[config.mk]
export PLATFORM = sky130hd
export DESIGN_NAME = max_priority_queue
export DESIGN_NICKNAME = d
export VERILOG_FILES = /design/src/hdl/mpq_pkg.sv /design/src/hdl/mpq_ctrl.sv /design/src/hdl/mpq_dp.sv /design/src/hdl/max_priority_queue.sv
export SDC_FILE = /design/constraint.sdc
export NUM_CORES = 2
export LEC_CHECK = 0
export BUFFER_PORTS_ARGS = -buffer_cell sky130_fd_sc_hd__buf_2
export CAP_MARGIN = 20
export CORE_UTILIZATION = 45
export CTS_BUF_LIST = sky130_fd_sc_hd__clkbuf_4 sky130_fd_sc_hd__clkbuf_8
export DETAILED_ROUTE_END_ITERATION = 16
export SLEW_MARGIN = 20
export SYNTH_ARGS = -nofsm -noshare
export SYNTH_HDL_FRONTEND = slang
export SYNTH_HIERARCHICAL = 1
export SYNTH_SLANG_ARGS = --single-unit
[constraint.sdc]
create_clock -name clk -period 5.6 [get_ports clk]
set_input_delay 0 -clock clk [delete_from_list [all_inputs] [get_ports clk]]
set_output_delay 0 -clock clk [all_outputs]
set_load 0.005 [all_outputs]
[src/hdl/mpq_pkg.sv]
// ----------------------------------------------------------------------------
// mpq_pkg
// Shared types and constants for the sorted max priority queue.
// ----------------------------------------------------------------------------
package mpq_pkg;

	localparam int DEFAULT_CAPACITY = 16;
	localparam int VALUE_W          = 32;
	localparam int COUNT_W          = 5;

	// opcode field
	localparam logic OP_ENQ = 1'b0;
	localparam logic OP_DEQ = 1'b1;

	typedef enum logic [1:0] {
		ST_OK    = 2'd0,
		ST_EMPTY = 2'd1,
		ST_FULL  = 2'd2
	} status_t;

	// controller -> datapath
	typedef struct packed {
		logic    do_insert;
		logic    do_remove;
		logic    load;
		status_t code;
	} cmd_t;

	// datapath -> controller
	typedef struct packed {
		logic full;
		logic empty;
	} sts_t;

endpackage

[src/hdl/mpq_ctrl.sv]
// ----------------------------------------------------------------------------
// mpq_ctrl
// Handshake controller: accepts transactions, decodes them against the
// queue flags and keeps the result register's valid state.
// ----------------------------------------------------------------------------
module mpq_ctrl (
	input  logic          clk,
	input  logic          arst_n,
	input  logic          in_valid,
	output logic          in_stall,
	input  logic          opcode,
	output logic          out_valid,
	input  logic          out_stall,
	input  mpq_pkg::sts_t sts,
	output mpq_pkg::cmd_t cmd
);

	typedef enum logic [1:0] {
		S_IDLE = 2'b01,
		S_HOLD = 2'b10
	} state_t;

	state_t state_q;
	state_t state_d;
	logic   accept;

	assign in_stall  = (state_q == S_HOLD) && out_stall;
	assign out_valid = (state_q == S_HOLD);
	assign accept    = in_valid && !in_stall;

	always_comb begin
		cmd.do_insert = 1'b0;
		cmd.do_remove = 1'b0;
		cmd.load      = accept;
		cmd.code      = mpq_pkg::ST_OK;
		if (accept) begin
			if (opcode == mpq_pkg::OP_DEQ) begin
				if (sts.empty) begin
					cmd.code = mpq_pkg::ST_EMPTY;
				end else begin
					cmd.do_remove = 1'b1;
				end
			end else begin
				if (sts.full) begin
					cmd.code = mpq_pkg::ST_FULL;
				end else begin
					cmd.do_insert = 1'b1;
				end
			end
		end
	end

	always_comb begin
		state_d = state_q;
		case (state_q)
			S_IDLE: begin
				if (accept) state_d = S_HOLD;
			end
			S_HOLD: begin
				// result taken with no new transaction behind it
				if (!out_stall && !accept) state_d = S_IDLE;
			end
			default: state_d = S_IDLE;
		endcase
	end

	always_ff @(posedge clk or negedge arst_n) begin
		if (!arst_n) begin
			state_q <= S_IDLE;
		end else begin
			state_q <= state_d;
		end
	end

endmodule

[src/hdl/mpq_dp.sv]
// ----------------------------------------------------------------------------
// mpq_dp
// Sorted row of entry registers (largest first), occupancy counter and
// result register. Each cell compares against the new value in parallel.
// ----------------------------------------------------------------------------
module mpq_dp #(
	parameter int CAPACITY = mpq_pkg::DEFAULT_CAPACITY
) (
	input  logic                                clk,
	input  logic                                arst_n,
	input  mpq_pkg::cmd_t                       cmd,
	input  logic signed [mpq_pkg::VALUE_W-1:0]  value,
	output mpq_pkg::sts_t                       sts,
	output logic signed [mpq_pkg::VALUE_W-1:0]  result_value,
	output logic [1:0]                          status,
	output logic [mpq_pkg::COUNT_W-1:0]         count
);

	localparam int OccW = $clog2(CAPACITY + 1);

	logic signed [mpq_pkg::VALUE_W-1:0] entries_q [CAPACITY];
	logic signed [mpq_pkg::VALUE_W-1:0] entries_d [CAPACITY];
	logic [CAPACITY-1:0]                ge;
	logic [OccW-1:0]                    occ_q;
	logic [OccW-1:0]                    occ_d;
	logic [OccW+mpq_pkg::COUNT_W-1:0]   occ_ext;
	logic signed [mpq_pkg::VALUE_W-1:0] result_q;
	mpq_pkg::status_t                   status_q;
	logic [mpq_pkg::COUNT_W-1:0]        count_q;

	assign sts.full  = (occ_q == OccW'(CAPACITY));
	assign sts.empty = (occ_q == '0);

	// ge is a prefix mask: cells holding values >= the new one stay put
	for (genvar i = 0; i < CAPACITY; i++) begin : g_cmp
		assign ge[i] = (occ_q > OccW'(i)) && (entries_q[i] >= value);
	end

	// insert: cells past the prefix take the new value once, then shift down
	// remove: every cell but the last takes its lower neighbor; the last keeps its value
	for (genvar i = 0; i < CAPACITY; i++) begin : g_next
		logic signed [mpq_pkg::VALUE_W-1:0] ins_val;
		logic signed [mpq_pkg::VALUE_W-1:0] rem_val;
		if (i == 0) begin : g_head
			assign ins_val = ge[i] ? entries_q[i] : value;
		end else begin : g_body
			assign ins_val = ge[i]   ? entries_q[i] :
			                 ge[i-1] ? value : entries_q[i-1];
		end
		if (i == CAPACITY - 1) begin : g_tail
			assign rem_val = entries_q[i];
		end else begin : g_link
			assign rem_val = entries_q[i+1];
		end
		assign entries_d[i] = cmd.do_insert ? ins_val :
		                      cmd.do_remove ? rem_val : entries_q[i];
	end

	always_comb begin
		occ_d = occ_q;
		if (cmd.do_insert) occ_d = occ_q + OccW'(1);
		else if (cmd.do_remove) occ_d = occ_q - OccW'(1);
	end

	assign occ_ext = {{mpq_pkg::COUNT_W{1'b0}}, occ_d};

	always_ff @(posedge clk) begin
		for (int i = 0; i < CAPACITY; i++) begin
			entries_q[i] <= entries_d[i];
		end
		if (cmd.load) begin
			result_q <= cmd.do_remove ? entries_q[0] : '0;
			status_q <= cmd.code;
			count_q  <= occ_ext[mpq_pkg::COUNT_W-1:0];
		end
	end

	always_ff @(posedge clk or negedge arst_n) begin
		if (!arst_n) begin
			occ_q <= '0;
		end else begin
			occ_q <= occ_d;
		end
	end

	assign result_value = result_q;
	assign status       = status_q;
	assign count        = count_q;

endmodule

[src/hdl/max_priority_queue.sv]
// ----------------------------------------------------------------------------
// max_priority_queue
// Bounded max priority queue of signed 32-bit values, kept sorted.
// ----------------------------------------------------------------------------
// Usage:
//   Input channel (in_valid / in_stall) carries opcode and value: opcode
//   OP_ENQ inserts value, OP_DEQ removes and returns the largest entry.
//   Output channel (out_valid / out_stall) returns one transaction per
//   input: result_value, status (ok, dequeue on empty, enqueue on full)
//   and count, the occupancy after the operation (low 5 bits).
//   The result is registered and valid in the cycle after accept.
//   Throughput is one transaction per cycle while the receiver does not stall; every cell of the sorted row
//   compares against the new value at once and the row shifts in one step.
//   When the receiver stalls with a result pending, in_stall rises and the
//   result register holds; a new transaction is taken in the same cycle
//   the pending result is taken.
//   Reset empties the queue at once (occupancy cleared); there is no
//   clearing pass. Enqueue on a full queue and dequeue on an empty one
//   leave the queue unchanged.
// ----------------------------------------------------------------------------
module max_priority_queue #(
	parameter int CAPACITY = mpq_pkg::DEFAULT_CAPACITY
) (
	input  logic                                clk,
	input  logic                                arst_n,
	input  logic                                in_valid,
	output logic                                in_stall,
	input  logic                                opcode,
	input  logic signed [mpq_pkg::VALUE_W-1:0]  value,
	output logic                                out_valid,
	input  logic                                out_stall,
	output logic signed [mpq_pkg::VALUE_W-1:0]  result_value,
	output logic [1:0]                          status,
	output logic [mpq_pkg::COUNT_W-1:0]         count
);

	mpq_pkg::cmd_t cmd;
	mpq_pkg::sts_t sts;

	mpq_ctrl u_ctrl (
		.clk       (clk),
		.arst_n    (arst_n),
		.in_valid  (in_valid),
		.in_stall  (in_stall),
		.opcode    (opcode),
		.out_valid (out_valid),
		.out_stall (out_stall),
		.sts       (sts),
		.cmd       (cmd)
	);

	mpq_dp #(
		.CAPACITY (CAPACITY)
	) u_dp (
		.clk          (clk),
		.arst_n       (arst_n),
		.cmd          (cmd),
		.value        (value),
		.sts          (sts),
		.result_value (result_value),
		.status       (status),
		.count        (count)
	);

endmodule
=== Word-level counts from Yosys, hierarchy flattened ===
Memory sizes are Yosys's and may differ from the RTL's.
Cells that the tools add are included.

* Bits in writable memories: 512
* Logic and storage cells: 144
* Output and inout bits: 41
* Register bits: 46
* Input bits: 37
* Memories: 1

{| class="wikitable"
|+ Memory list
! memory !! words !! width !! read ports !! clocked after Yosys merged registers in !! wr ports !! RTL line !! RTL
|-
| u_dp.entries_q || 16 || 32 || 16 || 0 || 16 || mpq_dp.sv:21 || <nowiki>logic signed [mpq_pkg::VALUE_W-1:0] entries_q [CAPACITY];</nowiki>
|}

* Muxes and demuxes: 75
* Add/subtract/negate cells: 2
* $lt $le $gt $ge: 32
* Reduce and logical (&&, ||, !) cells: 24
* Eq/ne operators: 5

{| class="wikitable"
|+ Operators by type and width
! operator !! number
|-
| 32-bit two-way mux || 62
|-
| 32-bit greater-or-equal comparator || 16
|-
| 5-bit by 4-bit greater-than comparator with 1-bit output, second input constant || 8
|-
| 5-bit by 3-bit greater-than comparator with 1-bit output, second input constant || 4
|-
| 1-bit logical AND || 19
|-
| 5-bit by 1-bit greater-than comparator with 1-bit output, second input constant || 2
|-
| 5-bit by 2-bit greater-than comparator with 1-bit output, second input constant || 2
|-
| 2-bit two-way mux || 5
|-
| 5-bit two-way mux || 2
|-
| 5-bit by 1-bit adder with 5-bit output, second input constant || 1
|-
| 5-bit equality test, second input constant || 1
|-
| 5-bit zero test || 1
|-
| 1-bit two-way mux || 5
|-
| 5-bit by 1-bit subtractor with 5-bit output, second input constant || 1
|-
| 2-bit by 1-bit inequality test with 1-bit output, second input constant || 2
|-
| 2-bit case mux with 2 select lines || 1
|-
| 1-bit zero test || 3
|-
| 2-bit by 1-bit equality test with 1-bit output, second input constant || 1
|-
| 2-bit equality test, second input constant || 1
|-
| 2-bit AND reduction || 1
|}

=== Logic depth before layout (Yosys ltp) ===
* Depth in word-level cells: 8
* Depth in mapped cells: 12
* Depth with buffers taken out: 10

=== Modules after synthesis ===
Netlist, hierarchy kept.

{| class="wikitable"
|+ Modules (own cells, without submodules)
! module !! times used !! area an instance (µm²) !! cells an instance !! sequential area each (µm²)
|-
| mpq_dp || 1 || 39231.4 || 3744 || 16671.0
|-
| mpq_ctrl || 1 || 191.4 || 17 || 51.3
|}

=== Least setup slack after synthesis ===
OpenSTA, ideal clock, no wires.

* Kind: register to register
* Start: register u_dp/occ_q[2] (netlist name)
* End: memory u_dp/entries_q[1][224] (netlist bit) (enable)
* Library setup time: 0.533 ns
* Required time: 5.067 ns
* Stages on the path, launching flop included: 8
* Clock period less this slack: 5.801 ns
* Path slack: -0.201 ns
* Path buffers: 3
* Arrival time: 5.268 ns
* Path through: dfrtp_1 buf_2 buf_1 nor4b_1 nor4b_2 clkbuf_1 inv_1 o311ai_0

{| class="wikitable"
|+ RTL lines
! what !! RTL line
|-
| to (decl) || mpq_dp.sv:21
|}

==> metrics.md <==
| Metric | Value |
|---|---|
| Outcome | finished clean |
| H-tree levels | 3 |
| Yosys reg bits | 558 |
| Hold WS | 0.206 ns |
| M1 WL | 50200 microns |
| Vias in the first global route | 28.6k |
| Final non-filler cell total | 5069 |
| Setup TNS | 0 ns |
| I/O pins | 78 |
| Xor and xnor area share after synthesis | 0.0889% |
| Total gr overflow | 0 |
| Worst Tran Pin Value | 1.09 ns |
| Worst-path cell chain | dlygate4sd3_1, buf_2, inv_1, ha_1, nand4_1, nor4_1, o41ai_1, a21o_1, a31oi_4, buf_4, mux2i_1, a21oi_1 |
| Initial antenna violation count | 2 |
| Worst setup margin | 1.40 ns |
| RSZ-0062 raised after global routing | no |
| Post-route ant nets | 0 |
| Pins Over Slew Limit | 0 |
| Ys async rst share | 1.25% |
| Via count | 29.5k |
| Wire length of the first global-routing pass | 167000 microns |
| # resized after CTS | 0 |
| Nets | 4388 |
| Clock-pin slew on the worst setup and hold paths | 0.06 ns |
| Tightest Hold Check Type | in -> reg |
| Core Rows | 108 |
| Starting Density | 45.4% |
| CP max stage cell | nor4_1 |
| CTS tree | yes |
| GP Congestion | 0.869 |
| Final Cell Area | 43500 sq um |
| Minimum clock period after layout | 4.20 ns |
| Pre-CTS setup slack | 1.16 ns |
| Met3 routed WL | 4680 microns |
| 1st-pass router iterations | 5 |
| Num CTS Buffers | 101 |
| Slowest stage delay, CP | 0.77 ns |
| Post-synthesis simple-gate area fraction | 12.5% |
| Top routing layer used | met4 |
| Final Cycle Share | 75.1% |
| Syn nets | 4316 |
| PortBufs | 77 |
| Sequential area share after synthesis | 42.4% |
| Library cells used by synthesis | 75 |
| Arrival @ worst endpoint | 4.63 ns |
| CORE AREA | 86800 sq um |
| Crit path buf inv count | 4 |
| Gr usage total | 23.9% |
| Endpoint type of the worst setup path | flop |
| Clock latency on the worst-skew pair | 0.73 ns |
| CP top delay family | buffers and inverters |
| Max Cap Viol | 0 |
| Worst min-delay path startpoint | opcode |
| Root Buffer | clkbuf_8 |
| Routed len/inst | 21.3 microns |
| EDFF count, synth | 551 |
| Compound-cell area share of the yosys netlist | 14.3% |
| DRC Markers | 0 |
| Worst-case reg-to-reg path depth | 9 |
| Vias per std cell | 5.81 |
| Crit-path max FO | 33 |
| Static Leak | 18.2 nW |
| Flop-to-flop setup slack | 1.51 ns |
| Pwr per Cell Area | 448 nW/um^2 |
| Die H | 298 microns |
| Fin Clk Skew | 0.0206 ns |
| Placed cells | 4844 |
| Hold depth | 3 |
| Relative slew margins | 26.7% |
| Crit path required time | 6.03 ns |
| DR iter-0 viols | 2239 |
| Clk sinks | 558 |
| Final WL | 108000 microns |
| Synth-to-layout area growth | 10.2% |
| Max Buffers Root-to-Sink | 3 |
| R2R Path End | u_dp/entries_q[1][138] |
| Area of the mapped netlist | 39400 sq um |
| Met2 WL | 48900 microns |
| Worst vdd ir | 0.000255 V |
| Crit start category | input pin |
| Min-Delay Endpoint | u_dp/status[1] |
| Hpwl dp | 80900 microns |
| Fmax | 238 MHz |
| R2R Path Start | u_dp/occ_q[0] |
| Fin. Hold Viols | 0 |
| Layout cells sized above 1 | 9.66% |
| Setup violations, final | 0 |
| Main synth FF type | edfxtp_1 |
| Worst setup path start | value[27] |
| Total die area | 88800 sq um |
| Die W | 298 microns |
| Largest family of logic cells by synthesized area | adder cells |
| Pin count of the biggest net entering global routing | 228 |
| Placed cell areas | 41000 sq um |
| Post-Synth Adder-Cell Area | 16.4% |
| Cells after synthesis | 3761 |
| Mean Syn Cell Area | 10.5 sq um |
| Critical path class | in -> reg |
| Mux share of post-synthesis cell area | 11.1% |
| Synth warn | 6 |
state kept, by name (all words and copies together) (netlist names):
signal / count
u_dp/count: 5
u_dp/entries_q: 512
u_ctrl/state_q: 2
u_dp/status: 2
u_dp/occ_q: 5
u_dp/result_value: 32
where the power goes:
part | total (mW) | switching [mW] | internal (mW)
registers | 7.39 | 1.04 | 6.34
clock network | 3.98 | 1.84 | 2.15
logic | 8.11 | 4.75 | 3.36
Yosys cell counts, types with 6 or more instances:
| cell type | number | share of area, % |
|---|---|---|
| edfxtp_1 | 551 | 42 |
| buf_2 | 10 | 0.13 |
| o21ai_0 | 38 | 0.48 |
| a211oi_1 | 15 | 0.29 |
| mux2_2 | 31 | 0.89 |
| a221o_1 | 33 | 0.84 |
| o211ai_1 | 14 | 0.27 |
| or3_1 | 35 | 0.56 |
| clkbuf_1 | 157 | 1.5 |
| or4b_1 | 6 | 0.15 |
| nand3_1 | 75 | 0.95 |
| a21boi_0 | 6 | 0.11 |
| mux2i_1 | 404 | 10 |
| o21ai_1 | 48 | 0.61 |
| a221oi_1 | 10 | 0.22 |
| nand2_1 | 100 | 0.95 |
| and2_1 | 67 | 1.1 |
| o2bb2ai_1 | 10 | 0.22 |
| ha_1 | 518 | 16 |
| a32o_1 | 11 | 0.28 |
| dfrtp_1 | 6 | 0.38 |
| nor3_1 | 20 | 0.25 |
| nor4_1 | 26 | 0.41 |
| nor2_1 | 491 | 4.7 |
| nand4_1 | 119 | 1.9 |
| o21a_1 | 17 | 0.32 |
| inv_1 | 59 | 0.56 |
| nand2b_1 | 8 | 0.13 |
| nor2_4 | 10 | 0.29 |
| a31oi_1 | 35 | 0.56 |
| a21oi_1 | 606 | 7.7 |
| o221ai_1 | 13 | 0.29 |
| a2111oi_0 | 13 | 0.29 |
| nor2b_1 | 25 | 0.40 |
| buf_4 | 37 | 0.70 |
| a21o_1 | 65 | 1.2 |
| nor3b_1 | 6 | 0.11 |
area by class of cell:
cell class / count / area [sq um]
clock inverter: 43 / 304
fill: 8031 / 43300
inverter: 61 / 229
timing repair buffer: 180 / 1380
clock buffer: 140 / 1710
antenna: 1 / 2.50
sequential: 558 / 16700
multi-input combinational: 2931 / 21700
tap: 1155 / 1450
cell families after synthesis:
logic type / after synthesis
simple gates: 1013
compound gates: 961
fa+ha+maj: 518
flops: 558
xor+xnor: 4
buf+inv: 272
mux: 435
through the flow:
step                      power (mW)  utilization, %
after floorplan                 13.3               -
after CTS                       19.5            50.0
after detailed placement        15.5            47.3
final                           19.5            50.1
after global routing            20.8            50.1
after global placement          15.3            47.2
repair_timing:
item / 4_1_cts / 5_1_grt
setup buffers: 0 / 0
hold endpoints to repair: 479 / 0
hold buffers: 39 / 0
endpoints found under the setup margin: 0 / 0
worst max path at each step:
stage	end	cells past startpoint
2_1_floorplan	u_dp/entries_q[1][224]	7
3_3_place_gp	u_dp/entries_q[1][170]	11
3_5_place_dp	u_dp/entries_q[1][162]	11
4_1_cts	u_dp/entries_q[1][188]	12
5_1_grt	u_dp/entries_q[1][168]	12
6_report	u_dp/entries_q[1][188]	12
per-layer routing:
layer | up-vias | global-route usage, %
met3 | 192 | 2.84
met5 | - | 0
li1 | 14700 | -
met1 | 13800 | 33.0
met2 | 756 | 37.9
met4 | 0 | 10.1
worst register-to-register path, delay by kind of cell, from the launching register on:
family | cells | cell delay, ns
buffers and inverters | 5 | 2.27
DFF | 1 | 0.47
AOI/OAI and AO/OA | 1 | 0.28
and+or+nand+nor | 2 | 0.57
adders and majority gates | 1 | 0.22
cells in the final DEF (no fill, tap or decap), drive strengths merged, types with 27 or more instances in the layout:
| master | Yosys | routed |
|---|---|---|
| a21oi | 606 | 606 |
| edfxtp | 551 | 551 |
| ha | 518 | 518 |
| nor2 | 502 | 502 |
| mux2i | 404 | 404 |
| buf | 54 | 141 |
| clkbuf | 157 | 140 |
| nand4 | 120 | 120 |
| nand2 | 100 | 100 |
| o21ai | 86 | 86 |
| nand3 | 75 | 75 |
| and2 | 67 | 67 |
| a21o | 65 | 65 |
| inv | 61 | 62 |
| dlygate4sd3 | 0 | 39 |
| a31oi | 36 | 36 |
| or3 | 35 | 35 |
| clkinv | 0 | 34 |
| a221o | 33 | 33 |
| mux2 | 31 | 31 |
| nor4 | 27 | 27 |
Note: power is estimated with default switching activity, not from simulation.
